===== src/hw/rtl/psdp_pkg.sv =====
// ----------------------------------------------------------------------------
// psdp_pkg: shared types and tables of the datagram parser
// Parse phase codes, the parser state record, the per-byte result record and
// the per-message-type field layout tables.
// ----------------------------------------------------------------------------
package psdp_pkg;

  // Parse phase codes.
  localparam logic [2:0] PhChan   = 3'd0;
  localparam logic [2:0] PhType   = 3'd1;
  localparam logic [2:0] PhField  = 3'd2;
  localparam logic [2:0] PhRest   = 3'd3;
  localparam logic [2:0] PhOpt    = 3'd4;
  localparam logic [2:0] PhOptLen = 3'd5;
  localparam logic [2:0] PhOptVal = 3'd6;

  // Field role codes used by the parser itself.
  localparam logic [3:0] RoleChan     = 4'd0;
  localparam logic [3:0] RoleType     = 4'd1;
  localparam logic [3:0] RoleOptCode  = 4'd3;
  localparam logic [3:0] RoleOptValue = 4'd4;
  localparam logic [3:0] RoleNone     = 4'd15;

  // Handshake option codes with special handling.
  localparam logic [7:0] OptSwarmId    = 8'd2;
  localparam logic [7:0] OptAddrMethod = 8'd6;
  localparam logic [7:0] OptLiveWindow = 8'd7;
  localparam logic [7:0] OptSuppMsgs   = 8'd8;
  localparam logic [7:0] OptChunkSize  = 8'd9;
  localparam logic [7:0] OptEnd        = 8'hff;

  localparam logic [7:0] MsgHandshake = 8'd0;
  localparam logic [7:0] MsgLastKnown = 8'd13;
  localparam logic [7:0] AddrDefault  = 8'd2;

  // Parser state carried from byte to byte.
  typedef struct packed {
    logic [2:0]  phase;
    logic [2:0]  hdr_seen;
    logic [7:0]  cur_type;
    logic [3:0]  cur_role;
    logic [15:0] bytes_left;
    logic [15:0] field_idx;
    logic [7:0]  opt_held;
    logic [7:0]  addr_method;
    logic [7:0]  len_high;
  } st_t;

  localparam st_t StReset = '{
    phase:       PhChan,
    hdr_seen:    3'd0,
    cur_type:    8'd0,
    cur_role:    4'd0,
    bytes_left:  16'd4,
    field_idx:   16'd0,
    opt_held:    8'd0,
    addr_method: AddrDefault,
    len_high:    8'd0
  };

  // Result produced for every payload byte.
  typedef struct packed {
    logic [3:0]  field_role;
    logic [7:0]  type_code;
    logic [15:0] byte_in_field;
    logic        message_start;
    logic        keep_alive;
    logic        truncated;
    logic        last_result;
  } res_t;

  // Role of field k of message type t (types 0..13).
  function automatic logic [3:0] seq_role(logic [7:0] t, logic [1:0] k);
    logic [15:0] row;
    case (t)
      8'd0:              row = 16'hfff2;
      8'd1, 8'd7:        row = 16'h8765;
      8'd2:              row = 16'hf765;
      8'd3, 8'd8, 8'd9:  row = 16'hff65;
      8'd4:              row = 16'hf965;
      8'd5:              row = 16'hffba;
      8'd12:             row = 16'hffbc;
      8'd13:             row = 16'hffed;
      default:           row = 16'hffff;
    endcase
    return row[{k, 2'b00} +: 4];
  endfunction

  // Length of field k of message type t; zero means it runs to the end.
  function automatic logic [4:0] seq_len(logic [7:0] t, logic [1:0] k);
    logic [19:0] row;
    case (t)
      8'd0:                    row = {5'd0, 5'd0, 5'd0, 5'd4};
      8'd1, 8'd2, 8'd7:        row = {5'd0, 5'd8, 5'd4, 5'd4};
      8'd3, 8'd8, 8'd9:        row = {5'd0, 5'd0, 5'd4, 5'd4};
      8'd4:                    row = {5'd0, 5'd20, 5'd4, 5'd4};
      8'd5:                    row = {5'd0, 5'd0, 5'd2, 5'd4};
      8'd12:                   row = {5'd0, 5'd0, 5'd2, 5'd16};
      8'd13:                   row = {5'd0, 5'd0, 5'd0, 5'd2};
      default:                 row = 20'd0;
    endcase
    return row[5 * k +: 5];
  endfunction

  // Saturating increment of a field index.
  function automatic logic [15:0] sat_inc(logic [15:0] x);
    return (x == 16'hffff) ? x : x + 16'd1;
  endfunction

  // Start field k of the current message, or expect a type byte if none.
  function automatic st_t begin_field(st_t s, logic [2:0] k);
    st_t        n;
    logic [3:0] r;
    logic [4:0] len;
    n   = s;
    r   = seq_role(s.cur_type, k[1:0]);
    len = seq_len(s.cur_type, k[1:0]);
    if (k > 3'd3 || s.cur_type > MsgLastKnown || r == RoleNone) begin
      n.phase = PhType;
    end else begin
      n.cur_role  = r;
      n.field_idx = 16'd0;
      if (len == 5'd0) begin
        n.phase = PhRest;
      end else begin
        n.phase      = PhField;
        n.bytes_left = {11'd0, len};
      end
    end
    return n;
  endfunction

  // Move on to the field after the current one; a handshake goes on to its options.
  function automatic st_t advance_field(st_t s);
    st_t        n;
    logic       found;
    logic [2:0] nk;
    n     = s;
    found = 1'b0;
    nk    = 3'd0;
    for (int k = 0; k < 4; k++) begin
      if (!found && seq_role(s.cur_type, k[1:0]) == s.cur_role) begin
        found = 1'b1;
        nk    = 3'(k + 1);
      end
    end
    if (s.cur_type == MsgHandshake) begin
      n.phase = PhOpt;
    end else if (s.cur_type > MsgLastKnown || !found) begin
      n.phase = PhType;
    end else begin
      n = begin_field(s, nk);
    end
    return n;
  endfunction

  // Start the value bytes of an option of the given length.
  function automatic st_t start_value(st_t s, logic [15:0] len);
    st_t n;
    n           = s;
    n.field_idx = 16'd0;
    if (len == 16'd0) begin
      n.phase = PhOpt;
    end else begin
      n.phase      = PhOptVal;
      n.bytes_left = len;
    end
    return n;
  endfunction

endpackage


===== src/hw/rtl/peer_streaming_datagram_parser_unit.sv =====
// ----------------------------------------------------------------------------
// peer_streaming_datagram_parser_unit: datagram byte role tagger
// Pipeline: input register, then psdp_step, then the result register.
// Throughput: one byte per cycle while the receiver takes results; the per-byte
// state update in psdp_step is one short pass between input and result register.
// Reset: rst_ni clears both stages and returns the parser to the start of a
// datagram; the parser also returns there after every last byte.
// ----------------------------------------------------------------------------
module peer_streaming_datagram_parser_unit (
  input  logic        clk_i,
  input  logic        rst_ni,
  input  logic        s_axis_tvalid_i,
  output logic        s_axis_tready_o,
  input  logic [7:0]  s_axis_tdata_i,   // [7:0] data_byte
  input  logic        s_axis_tlast_i,
  output logic        m_axis_tvalid_o,
  input  logic        m_axis_tready_i,
  output logic [31:0] m_axis_tdata_o,   // [3:0] field_role, [11:4] type_code,
                                        // [27:12] byte_in_field, [28] message_start,
                                        // [29] keep_alive, [30] truncated, [31] zero
  output logic        m_axis_tlast_o
);

  logic           in_vld_q;
  logic [7:0]     in_byte_q;
  logic           in_last_q;
  logic           out_vld_q;
  psdp_pkg::res_t out_res_q;
  psdp_pkg::st_t  st_q;
  psdp_pkg::st_t  st_d;
  psdp_pkg::res_t res_d;
  logic           out_free;
  logic           advance;
  logic           in_take;

  // Pipeline handshake: the input stage moves when the result stage frees up.
  assign out_free        = !out_vld_q || m_axis_tready_i;
  assign advance         = in_vld_q && out_free;
  assign s_axis_tready_o = !in_vld_q || out_free;
  assign in_take         = s_axis_tvalid_i && s_axis_tready_o;

  // Per-byte parse logic.
  psdp_step u_step (
    .st_i        (st_q),
    .data_byte_i (in_byte_q),
    .last_byte_i (in_last_q),
    .st_o        (st_d),
    .res_o       (res_d)
  );

  // Control state: stage valids and parser state.
  always_ff @(posedge clk_i or negedge rst_ni) begin
    if (!rst_ni) begin
      in_vld_q  <= 1'b0;
      out_vld_q <= 1'b0;
      st_q      <= psdp_pkg::StReset;
    end else begin
      if (in_take) begin
        in_vld_q <= 1'b1;
      end else if (advance) begin
        in_vld_q <= 1'b0;
      end
      if (advance) begin
        out_vld_q <= 1'b1;
        st_q      <= st_d;
      end else if (m_axis_tready_i) begin
        out_vld_q <= 1'b0;
      end
    end
  end

  // Payload registers.
  always_ff @(posedge clk_i) begin
    if (in_take) begin
      in_byte_q <= s_axis_tdata_i;
      in_last_q <= s_axis_tlast_i;
    end
    if (advance) begin
      out_res_q <= res_d;
    end
  end

  // Result request packing.
  assign m_axis_tvalid_o = out_vld_q;
  assign m_axis_tdata_o  = {1'b0, out_res_q.truncated, out_res_q.keep_alive,
                            out_res_q.message_start, out_res_q.byte_in_field,
                            out_res_q.type_code, out_res_q.field_role};
  assign m_axis_tlast_o  = out_res_q.last_result;

endmodule


===== src/hw/rtl/psdp_step.sv =====
// ----------------------------------------------------------------------------
// psdp_step: per-byte parse logic
// Labels one payload byte from the current parser state and computes the
// state that the next byte sees.
// ----------------------------------------------------------------------------
module psdp_step (
  input  psdp_pkg::st_t  st_i,
  input  logic [7:0]     data_byte_i,
  input  logic           last_byte_i,
  output psdp_pkg::st_t  st_o,
  output psdp_pkg::res_t res_o
);

  psdp_pkg::st_t  st;
  psdp_pkg::res_t res;

  // Role, index and next state for this byte.
  always_comb begin
    st                = st_i;
    res.field_role    = psdp_pkg::RoleNone;
    res.type_code     = st_i.cur_type;
    res.byte_in_field = 16'd0;
    res.message_start = 1'b0;
    res.keep_alive    = 1'b0;
    res.truncated     = 1'b0;
    res.last_result   = last_byte_i;

    case (st_i.phase)
      psdp_pkg::PhChan: begin
        res.field_role    = psdp_pkg::RoleChan;
        res.type_code     = 8'd0;
        res.byte_in_field = {13'd0, st_i.hdr_seen};
        st.hdr_seen       = st_i.hdr_seen + 3'd1;
        if (st.hdr_seen >= 3'd4) begin
          st.phase       = psdp_pkg::PhType;
          res.keep_alive = last_byte_i;
        end
      end
      psdp_pkg::PhType: begin
        res.field_role    = psdp_pkg::RoleType;
        res.type_code     = data_byte_i;
        res.message_start = 1'b1;
        st.cur_type       = data_byte_i;
        st.cur_role       = psdp_pkg::RoleType;
        if (data_byte_i == psdp_pkg::MsgHandshake) begin
          st.addr_method = psdp_pkg::AddrDefault;
        end
        st = psdp_pkg::begin_field(st, 3'd0);
      end
      psdp_pkg::PhField: begin
        res.field_role    = st_i.cur_role;
        res.byte_in_field = st_i.field_idx;
        st.field_idx      = psdp_pkg::sat_inc(st_i.field_idx);
        if (st_i.bytes_left <= 16'd1) begin
          st = psdp_pkg::advance_field(st);
        end else begin
          st.bytes_left = st_i.bytes_left - 16'd1;
        end
      end
      psdp_pkg::PhRest: begin
        res.field_role    = st_i.cur_role;
        res.byte_in_field = st_i.field_idx;
        st.field_idx      = psdp_pkg::sat_inc(st_i.field_idx);
      end
      psdp_pkg::PhOpt: begin
        res.field_role = psdp_pkg::RoleOptCode;
        st.opt_held    = data_byte_i;
        st.field_idx   = 16'd0;
        if (data_byte_i == psdp_pkg::OptEnd) begin
          st.phase = psdp_pkg::PhType;
        end else if (data_byte_i <= 8'd1 ||
                     (data_byte_i >= 8'd3 && data_byte_i <= psdp_pkg::OptAddrMethod)) begin
          st = psdp_pkg::start_value(st, 16'd1);
        end else if (data_byte_i == psdp_pkg::OptSwarmId) begin
          st.phase      = psdp_pkg::PhOptLen;
          st.bytes_left = 16'd2;
        end else if (data_byte_i == psdp_pkg::OptSuppMsgs) begin
          st.phase      = psdp_pkg::PhOptLen;
          st.bytes_left = 16'd1;
        end else if (data_byte_i == psdp_pkg::OptLiveWindow) begin
          if (st_i.addr_method == 8'd0 || st_i.addr_method == 8'd2) begin
            st = psdp_pkg::start_value(st, 16'd4);
          end else begin
            st = psdp_pkg::start_value(st, 16'd8);
          end
        end else if (data_byte_i == psdp_pkg::OptChunkSize) begin
          st = psdp_pkg::start_value(st, 16'd4);
        end
      end
      psdp_pkg::PhOptLen: begin
        res.field_role    = psdp_pkg::RoleOptValue;
        res.byte_in_field = st_i.field_idx;
        st.field_idx      = psdp_pkg::sat_inc(st_i.field_idx);
        if (st_i.bytes_left >= 16'd2) begin
          st.len_high   = data_byte_i;
          st.bytes_left = 16'd1;
        end else if (st_i.opt_held == psdp_pkg::OptSwarmId) begin
          st = psdp_pkg::start_value(st, {st_i.len_high, data_byte_i});
        end else begin
          st = psdp_pkg::start_value(st, {8'd0, data_byte_i});
        end
      end
      psdp_pkg::PhOptVal: begin
        res.field_role    = psdp_pkg::RoleOptValue;
        res.byte_in_field = st_i.field_idx;
        st.field_idx      = psdp_pkg::sat_inc(st_i.field_idx);
        if (st_i.opt_held == psdp_pkg::OptAddrMethod) begin
          st.addr_method = data_byte_i;
        end
        if (st_i.bytes_left <= 16'd1) begin
          st.phase = psdp_pkg::PhOpt;
        end else begin
          st.bytes_left = st_i.bytes_left - 16'd1;
        end
      end
      default: begin
        st.phase = psdp_pkg::PhType;
      end
    endcase

    // End of datagram: report truncation and return to the reset state.
    if (last_byte_i) begin
      res.truncated = !(st.phase == psdp_pkg::PhType || st.phase == psdp_pkg::PhRest);
      st            = psdp_pkg::StReset;
    end
  end

  assign st_o  = st;
  assign res_o = res;

endmodule


===== config.mk =====
export PLATFORM = sky130hd
export DESIGN_NAME = peer_streaming_datagram_parser_unit
export DESIGN_NICKNAME = d
export VERILOG_FILES = /design/src/hw/rtl/psdp_pkg.sv /design/src/hw/rtl/peer_streaming_datagram_parser_unit.sv /design/src/hw/rtl/psdp_step.sv
export SDC_FILE = /design/constraint.sdc
export NUM_CORES = 1
export LEC_CHECK = 0
export ABC_CLOCK_PERIOD_IN_PS = 4000
export BUFFER_PORTS_ARGS = -buffer_cell sky130_fd_sc_hd__clkbuf_2
export CORE_ASPECT_RATIO = 0.8
export CORE_UTILIZATION = 56
export CTS_CLUSTER_DIAMETER = 150
export DETAILED_ROUTE_END_ITERATION = 8
export HOLD_SLACK_MARGIN = 0.03
export PLACE_DENSITY = 0.77
export SETUP_SLACK_MARGIN = 0.4
export SYNTH_ARGS = -nofsm -noshare
export SYNTH_HDL_FRONTEND = slang
export SYNTH_SLANG_ARGS = --single-unit

===== constraint.sdc =====
create_clock -name clk_i -period 4 [get_ports clk_i]
set_input_delay 0.4 -clock clk_i [delete_from_list [all_inputs] [get_ports clk_i]]
set_output_delay 0.4 -clock clk_i [all_outputs]
set_load 0.005 [all_outputs]

==> run_summary.xml, run 1 <==
<?xml version="1.0" encoding="UTF-8"?>
<metrics>
  <group name="outcome">
    <metric name="outcome" unit="">complete, no violations</metric>
  </group>
  <group name="synth">
    <metric name="yosysMostFrequentCell" unit="">nand2_1</metric>
    <metric name="synth_xor_xnor_area_share" unit="%">1.98</metric>
    <metric name="ys.warnings.count" unit="">0</metric>
    <metric name="netlist.top_cell.by_area" unit="">dfrtp_1</metric>
    <metric name="synth_area" unit="sq um">7530</metric>
    <metric name="synth_register_bits" unit="">123</metric>
    <metric name="post_synth_num_cell_types" unit="">88</metric>
    <metric name="post_synth_and_or_nand_nor_area_fraction" unit="%">24.5</metric>
    <metric name="synth_adder_area_share" unit="%">2.33</metric>
    <metric name="share_of_the_synthesized_area_in_compound_gates_ao_oa_aoi_oai" unit="%">20.9</metric>
    <metric name="number_of_synthesized_flops_with_an_enable_pin" unit="">41</metric>
    <metric name="synth.net_count" unit="">861</metric>
    <metric name="yosys.area.top_type_share" unit="%">24.6</metric>
    <metric name="ys_top_cells_by_count" unit="">132 x nand2_1, 74 x dfrtp_1, 58 x o21ai_0, 53 x nor2_1, 41 x edfxtp_1</metric>
    <metric name="ys.flop_type" unit="">dfrtp_1</metric>
    <metric name="muxShareOfSynthArea" unit="%">2.67</metric>
    <metric name="synth_top_cells_by_area" unit="">dfrtp_1 25%, edfxtp_1 16%, nand2_1 6.6%, o21ai_0 3.9%, nor2_1 2.6%</metric>
    <metric name="async_flop_share" unit="%">61.0</metric>
    <metric name="post_synth.cell_area_avg" unit="sq um">9.03</metric>
    <metric name="combinational_family_with_the_most_area_after_synthesis" unit="">simple AND/OR/NAND/NOR gates</metric>
    <metric name="syn_inst" unit="">834</metric>
    <metric name="synth.yosys.seq_area_share" unit="%">43.1</metric>
  </group>
  <group name="grt">
    <metric name="globalRoute.totalOverflow" unit="">0</metric>
    <metric name="grt_pass1_wl" unit="um">34200</metric>
    <metric name="grt_use_total" unit="%">31.5</metric>
    <metric name="grt_start_max_net_pins" unit="">76</metric>
    <metric name="number_of_global_route_vias_before_repair" unit="">6636</metric>
    <metric name="grt_antenna_before_repair" unit="">0</metric>
  </group>
  <group name="timing">
    <metric name="setup_tns" unit="ns">0</metric>
    <metric name="setup_ws" unit="ns">0.413</metric>
    <metric name="hold_ws" unit="ns">0.126</metric>
    <metric name="finalHoldViolCount" unit="">0</metric>
    <metric name="final_min_period_over_clock_period" unit="%">89.7</metric>
    <metric name="setup_viol" unit="">0</metric>
    <metric name="max_slew_margin" unit="%">35.5</metric>
    <metric name="worstMarginPinSlew" unit="ns">0.967</metric>
    <metric name="final-max-slew-violation-count" unit="">0</metric>
    <metric name="clock-skew-final" unit="ns">0.0102</metric>
    <metric name="fmax" unit="MHz">279</metric>
    <metric name="rsz_0062_raised_after_global_routing" unit="">true</metric>
    <metric name="timing.final.crit_period" unit="ns">3.59</metric>
  </group>
  <group name="final_layout">
    <metric name="area_delta_synth_final" unit="%">16.6</metric>
    <metric name="finish.cell_count_without_fillers" unit="">1077</metric>
    <metric name="utilization" unit="%">67.5</metric>
    <metric name="design_area" unit="sq um">8780</metric>
    <metric name="finalNetCount" unit="">916</metric>
    <metric name="share_of_layout_cells_above_drive_strength_1" unit="%">18.4</metric>
    <metric name="antennaDiodeCount" unit="">0</metric>
    <metric name="fill_cells" unit="">1010</metric>
  </group>
  <group name="setup_path">
    <metric name="ff2ff_setup_slack" unit="ns">0.41</metric>
    <metric name="path_delay_family" unit="">simple AND/OR/NAND/NOR gates</metric>
    <metric name="setup.worst_path.class" unit="">flop to flop</metric>
    <metric name="crit_chain" unit="">or4_4 &gt; o31a_1 &gt; o221ai_4 &gt; and2_4 &gt; a41oi_4 &gt; o221a_4 &gt; or4b_4 &gt; o21a_4 &gt; mux2_1</metric>
    <metric name="worstSetupEndpointType" unit="">flop</metric>
    <metric name="critical_path_required" unit="ns">4.29</metric>
    <metric name="crit_path_top_delay_cell" unit="">or4_4</metric>
    <metric name="maximum_single_stage_delay_on_the_critical_path" unit="ns">0.62</metric>
    <metric name="critPathLaunchType" unit="">flop</metric>
    <metric name="worstPathMaxFanout" unit="">7</metric>
    <metric name="critical_path_buf_inv_count" unit="">0</metric>
    <metric name="worst-endpoint-arrival" unit="ns">3.88</metric>
  </group>
  <group name="clocking">
    <metric name="cts_tree" unit="">done</metric>
    <metric name="numCtsBuffers" unit="">17</metric>
    <metric name="clkLatencyLatePin" unit="ns">0.42</metric>
    <metric name="holdBufCountCts" unit="">0</metric>
    <metric name="cts_root_buffer" unit="">clkbuf_16</metric>
    <metric name="worst_setup_hold_path_clk_slew" unit="ns">0.06</metric>
    <metric name="cts_max_path_buffers" unit="">2</metric>
    <metric name="htree_num_levels" unit="">4</metric>
    <metric name="clock_sinks" unit="">123</metric>
  </group>
  <group name="floorplan">
    <metric name="fp.coreArea" unit="sq um">13000</metric>
    <metric name="initial_utilization" unit="%">57.9</metric>
    <metric name="floorplan.rows" unit="">37</metric>
    <metric name="design.die.area" unit="sq um">13900</metric>
    <metric name="dieWidth" unit="um">132</metric>
    <metric name="die_y" unit="um">106</metric>
    <metric name="pin_count" unit="">48</metric>
  </group>
  <group name="routing">
    <metric name="total_drc_errors_in_the_routed_layout" unit="">0</metric>
    <metric name="post_drt_wl_per_cell" unit="um">19.5</metric>
    <metric name="num_vias" unit="">7011</metric>
    <metric name="tritonroute_pass_1_iters" unit="">6</metric>
    <metric name="antenna_left" unit="">0</metric>
    <metric name="initialDrtViolationCount" unit="">747</metric>
    <metric name="finalWirelength" unit="um">21100</metric>
    <metric name="routed_via_density" unit="">6.51</metric>
  </group>
  <group name="placed_design">
    <metric name="place_congestion" unit="">0.927</metric>
    <metric name="detailed_place_hpwl" unit="um">14600</metric>
    <metric name="portBuffers" unit="">46</metric>
    <metric name="dpl-instance-area" unit="sq um">8000</metric>
    <metric name="dp_slack" unit="ns">0.229</metric>
    <metric name="placed_cells" unit="">1038</metric>
  </group>
  <group name="power">
    <metric name="cellLeakagePower" unit="nW">3.60</metric>
    <metric name="p_total" unit="mW">4.71</metric>
    <metric name="power_density" unit="nW/um^2">536</metric>
    <metric name="vdd_ir_drop_max" unit="mV">0.339</metric>
  </group>
  <group name="flow_run">
    <metric name="max_cap_violations" unit="">0</metric>
  </group>
  <group name="worst_hold_path">
    <metric name="timing.hold.worst.class" unit="">input pin to async pin</metric>
  </group>
</metrics>
## per-layer routing
metal  up-vias  routed length [um]  track usage (%)
met5         -                   0                0
met4         0                 414             11.3
met3        45                1820             7.84
met2       341                9780             49.5
met1      3408                9030             42.3
li1       3217                   -                -
## timing repair
| item | CTS | global route |
|---|---|---|
| endpoints found under the setup margin | 34 | 33 |
| pin swaps | 3 | 5 |
| setup buffers | 4 | 3 |
| resized for setup | 12 | 17 |
## flip-flops by register name, indices dropped and copies added, names as in the netlist, named ones only
register,cells
in_byte_q,8
in_last_q,1
in_vld_q,1
m_axis_tdata_o,31
m_axis_tlast_o,1
m_axis_tvalid_o,1
st_q,73
## cells in the final DEF, fill, tap and decap left out, types with 17 or more instances in the layout
master	netlist	layout
a21oi_1	36	35
buf_4	7	41
clkbuf_16	0	17
clkbuf_2	0	45
dfrtp_1	74	73
edfxtp_1	41	41
nand2_1	132	130
nand3_1	33	33
nor2_1	53	52
nor3_1	20	20
o21ai_0	58	58
o31ai_1	18	18
## cell type report
type | instances | area, sq um | share of cell area [%]
multi-input combinational | 642 | 4120 | 46.9
sequential | 123 | 3250 | 37.0
timing repair buffer | 86 | 533 | 6.07
clock buffer | 21 | 440 | 5.01
tap | 175 | 219 | 2.49
clock inverter | 11 | 149 | 1.69
inverter | 19 | 71.3 | 0.812
## worst register-to-register path, stage by stage (launching register included)
cell,delay [ns]
dfrtp_1,0.41
or4_4,0.62
o31a_1,0.35
o221ai_4,0.27
and2_4,0.21
a41oi_4,0.12
o221a_4,0.35
or4b_4,0.57
o21a_4,0.24
mux2_1,0.33
## cells by family after synthesis
family          count (synthesis)
compound gates                224
xor+xnor                       17
fa+ha+maj                      14
buf+inv                        69
flops                         123
mux                            19
other cells                     1
simple gates                  367
## worst paths after layout
check / startpoint / endpoint / cells after the start
min reg2reg: st_q[8] / st_q[8] / 2
max in group asynchronous: rst_ni / st_q[61] / 1
min: rst_ni / st_q[33] / 1
max: st_q[64] / st_q[57] / 9
min in group clk_i: s_axis_tdata_i[7] / in_byte_q[7] / 1
max reg2reg: st_q[64] / st_q[57] / 9
## report_power, final
group | internal (mW) | switching, mW
clock | 0.978 | 0.558
sequential | 1.45 | 0.136
combinational | 0.630 | 0.957
total | 3.06 | 1.65
No activity file was read; power rests on OpenSTA's default activity.
==> run 2: changes to the inputs <==
--- a/config.mk
+++ b/config.mk
@@ -8,11 +8,11 @@
 export ABC_CLOCK_PERIOD_IN_PS = 4000
 export BUFFER_PORTS_ARGS = -buffer_cell sky130_fd_sc_hd__clkbuf_2
 export CORE_ASPECT_RATIO = 0.8
-export CORE_UTILIZATION = 56
+export CORE_UTILIZATION = 30
 export CTS_CLUSTER_DIAMETER = 150
 export DETAILED_ROUTE_END_ITERATION = 8
 export HOLD_SLACK_MARGIN = 0.03
-export PLACE_DENSITY = 0.77
+export PLACE_DENSITY = 0.47
 export SETUP_SLACK_MARGIN = 0.4
 export SYNTH_ARGS = -nofsm -noshare
 export SYNTH_HDL_FRONTEND = slang
==> run 2 against run 1 <==
  * The run now ends with DRC left
  * Clock power up 7%
  * Non-clock buffer count is 14 higher
  * Power up 3.3%
  * Hold slack gained 0.030 ns
  * Sequential share of layout area down 1.4 points
  * Die area is 85% higher
==> run_summary.xml, run 2 (synthesized netlist as in run 1, its figures left out) <==
<?xml version="1.0" encoding="UTF-8"?>
<metrics>
  <group name="grt">
    <metric name="grt_antenna_before_repair" unit="">0</metric>
    <metric name="globalRoute.totalOverflow" unit="">0</metric>
    <metric name="grt_pass1_wl" unit="um">35400</metric>
    <metric name="grt_use_total" unit="%">18.0</metric>
    <metric name="grt_start_max_net_pins" unit="">40</metric>
    <metric name="number_of_global_route_vias_before_repair" unit="">6133</metric>
  </group>
  <group name="timing">
    <metric name="timing.final.crit_period" unit="ns">3.53</metric>
    <metric name="hold_ws" unit="ns">0.156</metric>
    <metric name="max_slew_margin" unit="%">35.1</metric>
    <metric name="rsz_0062_raised_after_global_routing" unit="">true</metric>
    <metric name="fmax" unit="MHz">284</metric>
    <metric name="final-max-slew-violation-count" unit="">0</metric>
    <metric name="setup_tns" unit="ns">0</metric>
    <metric name="final_min_period_over_clock_period" unit="%">88.2</metric>
    <metric name="worstMarginPinSlew" unit="ns">0.970</metric>
    <metric name="clock-skew-final" unit="ns">0.0136</metric>
    <metric name="setup_viol" unit="">0</metric>
    <metric name="finalHoldViolCount" unit="">0</metric>
    <metric name="setup_ws" unit="ns">0.473</metric>
  </group>
  <group name="placed_design">
    <metric name="portBuffers" unit="">46</metric>
    <metric name="dpl-instance-area" unit="sq um">8200</metric>
    <metric name="place_congestion" unit="">0.864</metric>
    <metric name="detailed_place_hpwl" unit="um">15700</metric>
    <metric name="dp_slack" unit="ns">0.249</metric>
  </group>
  <group name="final_layout">
    <metric name="antennaDiodeCount" unit="">0</metric>
    <metric name="highest_count_cells_in_the_layout_ignoring_fill_and_taps" unit="">130 x nand2_1, 71 x dfrtp_1, 57 x o21ai_0, 53 x buf_4, 52 x nor2_1</metric>
    <metric name="area_delta_synth_final" unit="%">21.3</metric>
    <metric name="layout_commonest_cell" unit="">nand2_1</metric>
    <metric name="utilization" unit="%">37.3</metric>
    <metric name="design_area" unit="sq um">9140</metric>
    <metric name="share_of_layout_cells_above_drive_strength_1" unit="%">19.9</metric>
    <metric name="finalNetCount" unit="">930</metric>
    <metric name="largest_register_ff_count" unit="">73</metric>
    <metric name="top_register" unit="">st_q</metric>
  </group>
  <group name="routing">
    <metric name="antenna_left" unit="">0</metric>
    <metric name="initialDrtViolationCount" unit="">498</metric>
    <metric name="finalWirelength" unit="um">22500</metric>
    <metric name="tritonroute_pass_1_iters" unit="">7</metric>
    <metric name="routed_via_density" unit="">5.43</metric>
    <metric name="post_drt_wl_per_cell" unit="um">18.2</metric>
    <metric name="num_vias" unit="">6703</metric>
    <metric name="total_drc_errors_in_the_routed_layout" unit="">12</metric>
  </group>
  <group name="clocking">
    <metric name="worst_setup_hold_path_clk_slew" unit="ns">0.06</metric>
    <metric name="clock_sinks" unit="">123</metric>
    <metric name="cts_tree" unit="">done</metric>
    <metric name="htree_num_levels" unit="">4</metric>
    <metric name="cts_max_path_buffers" unit="">2</metric>
    <metric name="numCtsBuffers" unit="">17</metric>
    <metric name="cts_root_buffer" unit="">clkbuf_16</metric>
    <metric name="clkLatencyLatePin" unit="ns">0.42</metric>
  </group>
  <group name="setup_path">
    <metric name="maximum_single_stage_delay_on_the_critical_path" unit="ns">0.64</metric>
    <metric name="path_delay_family" unit="">simple AND/OR/NAND/NOR gates</metric>
    <metric name="critical_path_required" unit="ns">4.30</metric>
    <metric name="worst-endpoint-arrival" unit="ns">3.82</metric>
    <metric name="crit_chain" unit="">or4_4 &gt; o31a_1 &gt; o221ai_4 &gt; and2_4 &gt; a41oi_4 &gt; o221a_4 &gt; or4b_4 &gt; o21a_4 &gt; mux2_1</metric>
    <metric name="worstSetupEndpointType" unit="">flop</metric>
    <metric name="critPathLaunchType" unit="">flop</metric>
    <metric name="launching_element_of_the_worst_setup_path" unit="">st_q[65]</metric>
    <metric name="crit_path_top_delay_cell" unit="">or4_4</metric>
    <metric name="reg2reg_from" unit="">st_q[65]</metric>
    <metric name="worstPathMaxFanout" unit="">6</metric>
    <metric name="critical_path_buf_inv_count" unit="">0</metric>
    <metric name="setup.worst_path.class" unit="">flop to flop</metric>
  </group>
  <group name="floorplan">
    <metric name="dieWidth" unit="um">179</metric>
    <metric name="floorplan.rows" unit="">51</metric>
    <metric name="pin_count" unit="">48</metric>
    <metric name="fp.coreArea" unit="sq um">24500</metric>
    <metric name="initial_utilization" unit="%">30.7</metric>
    <metric name="design.die.area" unit="sq um">25700</metric>
    <metric name="die_y" unit="um">144</metric>
  </group>
  <group name="worst_hold_path">
    <metric name="holdCritStartpoint" unit="">s_axis_tdata_i[4]</metric>
    <metric name="timing.hold.worst.class" unit="">input pin to flop</metric>
  </group>
  <group name="flow_run">
    <metric name="max_cap_violations" unit="">0</metric>
  </group>
  <group name="outcome">
    <metric name="failing_checks" unit="">DRC</metric>
    <metric name="outcome" unit="">complete, but fails checks</metric>
  </group>
  <group name="power">
    <metric name="vdd_ir_drop_max" unit="mV">0.306</metric>
    <metric name="cellLeakagePower" unit="nW">3.65</metric>
    <metric name="power_density" unit="nW/um^2">533</metric>
  </group>
</metrics>
==> run 2: cell count changes in the layout (fill, tap and decap cells not counted), sizes merged <==
cell,delta
buf,+13
clkbuf,-2
bufinv,+1
clkinv,+1
clkinvlp,-1
dlygate4sd3,+1
inv,+1
==> run 2: per-stage QoR <==
stage	power [mW]	cells
2_1_floorplan	2.59	834
3_3_place_gp	3.04	1185
3_5_place_dp	3.03	1185
4_1_cts	4.75	1223
5_1_grt	5.12	1234
6_report	4.86	1234
==> run 2: metal layers <==
metal	vias to the layer above	part of all wire, %	GRT usage [%]
met5	-	0	0
met4	0	1.1	4.25
met3	24	4.4	3.36
met2	204	42	25.3
met1	3227	52	27.9
li1	3248	-	-
==> run 2: worst paths after layout <==
kind                       cells after the start  slack (ns)            to
max                                            9        0.47      st_q[59]
min                                            1        0.16  in_byte_q[4]
max reg2reg                                    9        0.47      st_q[59]
min reg2reg                                    2        0.48      st_q[12]
max in group asynchronous                      3        2.57      st_q[42]
min in group asynchronous                      2        0.50      st_q[14]
==> run 2: final cells by class <==
type / count / area, sq um
Sequential cell: 123 / 3250
Clock buffer: 19 / 433
Fill cell: 2535 / 15400
Timing Repair Buffer: 100 / 644
Tap cell: 318 / 398
Inverter: 19 / 73.8
Multi-Input combinational cell: 642 / 4140
Clock inverter: 13 / 191
==> run 2: worst register-to-register path: stages (launching register included) <==
cell	delay, ns
dfrtp_1	0.40
or4_4	0.64
o31a_1	0.32
o221ai_4	0.27
and2_4	0.22
a41oi_4	0.12
o221a_4	0.31
or4b_4	0.53
o21a_4	0.26
mux2_1	0.32
==> run 2: where the power goes <==
group	switching [mW]	internal (mW)
sequential	0.144	1.45
combinational	0.966	0.657
clock	0.598	1.05
total	1.71	3.16
==> run 2: repair_timing <==
action / CTS / global route
gates resized for setup: 10 / 26
setup buffers: 5 / 11
hold buffers: 1 / 0
endpoints found under the setup margin: 28 / 38
hold endpoints to repair: 38 / 0
pin swaps: 2 / 15
==> run 3: changes to the inputs <==
--- a/config.mk
+++ b/config.mk
@@ -5,8 +5,9 @@
 export SDC_FILE = /design/constraint.sdc
 export NUM_CORES = 1
 export LEC_CHECK = 0
-export ABC_CLOCK_PERIOD_IN_PS = 4000
+export ABC_CLOCK_PERIOD_IN_PS = 3000
 export BUFFER_PORTS_ARGS = -buffer_cell sky130_fd_sc_hd__clkbuf_2
+export CAP_MARGIN = 20
 export CORE_ASPECT_RATIO = 0.8
 export CORE_UTILIZATION = 30
 export CTS_CLUSTER_DIAMETER = 150
==> constraint.sdc (replaced) <==
create_clock -name clk_i -period 3 [get_ports clk_i]
set_input_delay 0.3 -clock clk_i [delete_from_list [all_inputs] [get_ports clk_i]]
set_output_delay 0.3 -clock clk_i [all_outputs]
set_load 0.005 [all_outputs]
==> run 3 against run 2 <==
  * The run ends with DRC, setup timing left
  * Clock-buffer cell count up 2
  * Maximum frequency grew 4.5%
  * Global-route usage up 2.1 points
  * Non-clock buffer count is 79 higher
  * Via count up 6.3%
  * Flip-flop and latch count is the same
  * Sequential power increased by 31%
==> run_summary.xml, run 3 (synthesized netlist as in run 1, its figures left out) <==
<?xml version="1.0" encoding="UTF-8"?>
<metrics>
  <group name="outcome">
    <metric name="outcome" unit="">complete, but fails checks</metric>
    <metric name="failing_checks" unit="">DRC, setup timing</metric>
  </group>
  <group name="floorplan">
    <metric name="floorplan.rows" unit="">51</metric>
    <metric name="pin_count" unit="">48</metric>
    <metric name="fp.coreArea" unit="sq um">24500</metric>
    <metric name="dieWidth" unit="um">179</metric>
    <metric name="die_y" unit="um">144</metric>
    <metric name="design.die.area" unit="sq um">25700</metric>
    <metric name="initial_utilization" unit="%">30.7</metric>
  </group>
  <group name="setup_path">
    <metric name="worstSetupEndpointType" unit="">flop</metric>
    <metric name="worst-endpoint-arrival" unit="ns">3.68</metric>
    <metric name="crit_chain" unit="">or4_4 &gt; buf_6 &gt; or3_4 &gt; and4bb_2 &gt; a41oi_4 &gt; o221a_4 &gt; or4b_4 &gt; o21a_4 &gt; mux2_4</metric>
    <metric name="critical_path_required" unit="ns">3.31</metric>
    <metric name="critPathLaunchType" unit="">flop</metric>
    <metric name="maximum_single_stage_delay_on_the_critical_path" unit="ns">0.64</metric>
    <metric name="path_delay_family" unit="">simple AND/OR/NAND/NOR gates</metric>
    <metric name="critical_path_buf_inv_count" unit="">1</metric>
    <metric name="crit_path_top_delay_cell" unit="">or4_4</metric>
    <metric name="setup.worst_path.class" unit="">flop to flop</metric>
    <metric name="worstPathMaxFanout" unit="">7</metric>
  </group>
  <group name="timing">
    <metric name="finalHoldViolCount" unit="">0</metric>
    <metric name="setup_tns" unit="ns">-9.83</metric>
    <metric name="max_slew_margin" unit="%">41.1</metric>
    <metric name="setup_ws" unit="ns">-0.373</metric>
    <metric name="timing.final.crit_period" unit="ns">3.37</metric>
    <metric name="final_min_period_over_clock_period" unit="%">112</metric>
    <metric name="clock-skew-final" unit="ns">0.0135</metric>
    <metric name="setup_viol" unit="">38</metric>
    <metric name="fmax" unit="MHz">296</metric>
    <metric name="final-max-slew-violation-count" unit="">0</metric>
    <metric name="rsz_0062_raised_after_global_routing" unit="">true</metric>
    <metric name="worstMarginPinSlew" unit="ns">0.884</metric>
    <metric name="hold_ws" unit="ns">0.0474</metric>
  </group>
  <group name="clocking">
    <metric name="cts_root_buffer" unit="">clkbuf_16</metric>
    <metric name="htree_num_levels" unit="">4</metric>
    <metric name="clkLatencyLatePin" unit="ns">0.42</metric>
    <metric name="cts_tree" unit="">done</metric>
    <metric name="worst_setup_hold_path_clk_slew" unit="ns">0.06</metric>
    <metric name="cts_max_path_buffers" unit="">2</metric>
    <metric name="clock_sinks" unit="">123</metric>
    <metric name="numCtsBuffers" unit="">17</metric>
  </group>
  <group name="routing">
    <metric name="routed_via_density" unit="">5.42</metric>
    <metric name="finalWirelength" unit="um">24800</metric>
    <metric name="initialDrtViolationCount" unit="">666</metric>
    <metric name="num_vias" unit="">7125</metric>
    <metric name="tritonroute_pass_1_iters" unit="">7</metric>
    <metric name="antenna_left" unit="">0</metric>
    <metric name="post_drt_wl_per_cell" unit="um">18.9</metric>
    <metric name="total_drc_errors_in_the_routed_layout" unit="">6</metric>
  </group>
  <group name="power">
    <metric name="power_density" unit="nW/um^2">682</metric>
    <metric name="vdd_ir_drop_max" unit="mV">0.349</metric>
    <metric name="cellLeakagePower" unit="nW">4.14</metric>
    <metric name="p_total" unit="mW">6.86</metric>
  </group>
  <group name="grt">
    <metric name="globalRoute.totalOverflow" unit="">0</metric>
    <metric name="grt_antenna_before_repair" unit="">0</metric>
    <metric name="grt_start_max_net_pins" unit="">41</metric>
    <metric name="grt_use_total" unit="%">20.1</metric>
    <metric name="number_of_global_route_vias_before_repair" unit="">6743</metric>
    <metric name="grt_pass1_wl" unit="um">39100</metric>
  </group>
  <group name="flow_run">
    <metric name="max_cap_violations" unit="">0</metric>
  </group>
  <group name="worst_hold_path">
    <metric name="timing.hold.worst.class" unit="">input pin to flop</metric>
  </group>
  <group name="final_layout">
    <metric name="layout_commonest_cell" unit="">nand2_1</metric>
    <metric name="antennaDiodeCount" unit="">0</metric>
    <metric name="highest_count_cells_in_the_layout_ignoring_fill_and_taps" unit="">130 x nand2_1, 124 x buf_4, 72 x dfrtp_1, 51 x nor2_1, 51 x o21ai_0</metric>
    <metric name="finalNetCount" unit="">1011</metric>
    <metric name="area_delta_synth_final" unit="%">33.5</metric>
    <metric name="utilization" unit="%">41.0</metric>
    <metric name="largest_register_ff_count" unit="">73</metric>
    <metric name="share_of_layout_cells_above_drive_strength_1" unit="%">30.3</metric>
    <metric name="top_register" unit="">st_q</metric>
  </group>
  <group name="placed_design">
    <metric name="portBuffers" unit="">46</metric>
    <metric name="place_congestion" unit="">0.866</metric>
    <metric name="detailed_place_hpwl" unit="um">17900</metric>
  </group>
</metrics>
==> run 3: changes by cell type in the layout (fill, tap and decap cells not counted), moves of 6 or more <==
cell and change:
a21oi_1 -8, a21oi_2 +9, buf_4 +71, buf_6 +6, o21ai_0 -6, o2bb2ai_1 -6
==> run 3: layout make-up <==
type / instances / area [sq um]
sequential: 123 / 3250
tap: 318 / 398
timing repair buffer: 179 / 1290
multi-input combinational: 644 / 4460
clock inverter: 11 / 120
inverter: 19 / 73.8
fill: 2494 / 14400
clock buffer: 21 / 460
==> run 3: timing repair <==
action / 4_1_cts / 5_1_grt
cloned: 3 / 0
hold buffers: 1 / 0
setup buffers: 6 / 7
pin swaps: 16 / 16
endpoints found under the hold margin: 35 / 0
setup endpoints to repair: 46 / 47
gates resized for setup: 35 / 39
==> run 3: metal layers <==
| layer | track usage, % | share of wire (%) | routed length [um] | vias to the layer above |
|---|---|---|---|---|
| li1 | - | - | - | 3410 |
| met1 | 30.3 | 52 | 12800 | 3476 |
| met2 | 28.2 | 41 | 10200 | 218 |
| met3 | 4.92 | 6.0 | 1500 | 21 |
| met4 | 5.26 | 1.1 | 271 | 0 |
| met5 | 0 | 0 | 0 | - |
==> run 3: final timing paths <==
path,startpoint,to,cells after the start,slack [ns]
worst max-delay path,st_q[67],st_q[57],9,-0.37
worst min register to register,st_q[15],st_q[15],2,0.47
worst min-delay path,s_axis_tdata_i[7],in_byte_q[7],1,0.05
worst max register to register,st_q[67],st_q[57],9,-0.37
min in group asynchronous,rst_ni,st_q[49],2,0.39
max in group asynchronous,rst_ni,st_q[42],3,1.89
==> run 3: report_power, final <==
| part | internal [mW] | switching (mW) | leakage (nW) |
|---|---|---|---|
| combinational | 1.21 | 1.53 | 2.39 |
| sequential | 1.94 | 0.154 | 1.47 |
| clock | 1.26 | 0.770 | 0.279 |
| total | 4.41 | 2.45 | 4.14 |
==> run 3: per-stage QoR <==
step	setup WS, ns	instance area (sq um)	instances
after CTS	-0.387	9790	1308
final	-0.373	10100	1315
after floorplan	-0.396	7690	834
after detailed placement	-0.484	8930	1266
after global placement	-0.445	8930	1266
after global routing	-0.473	10100	1315
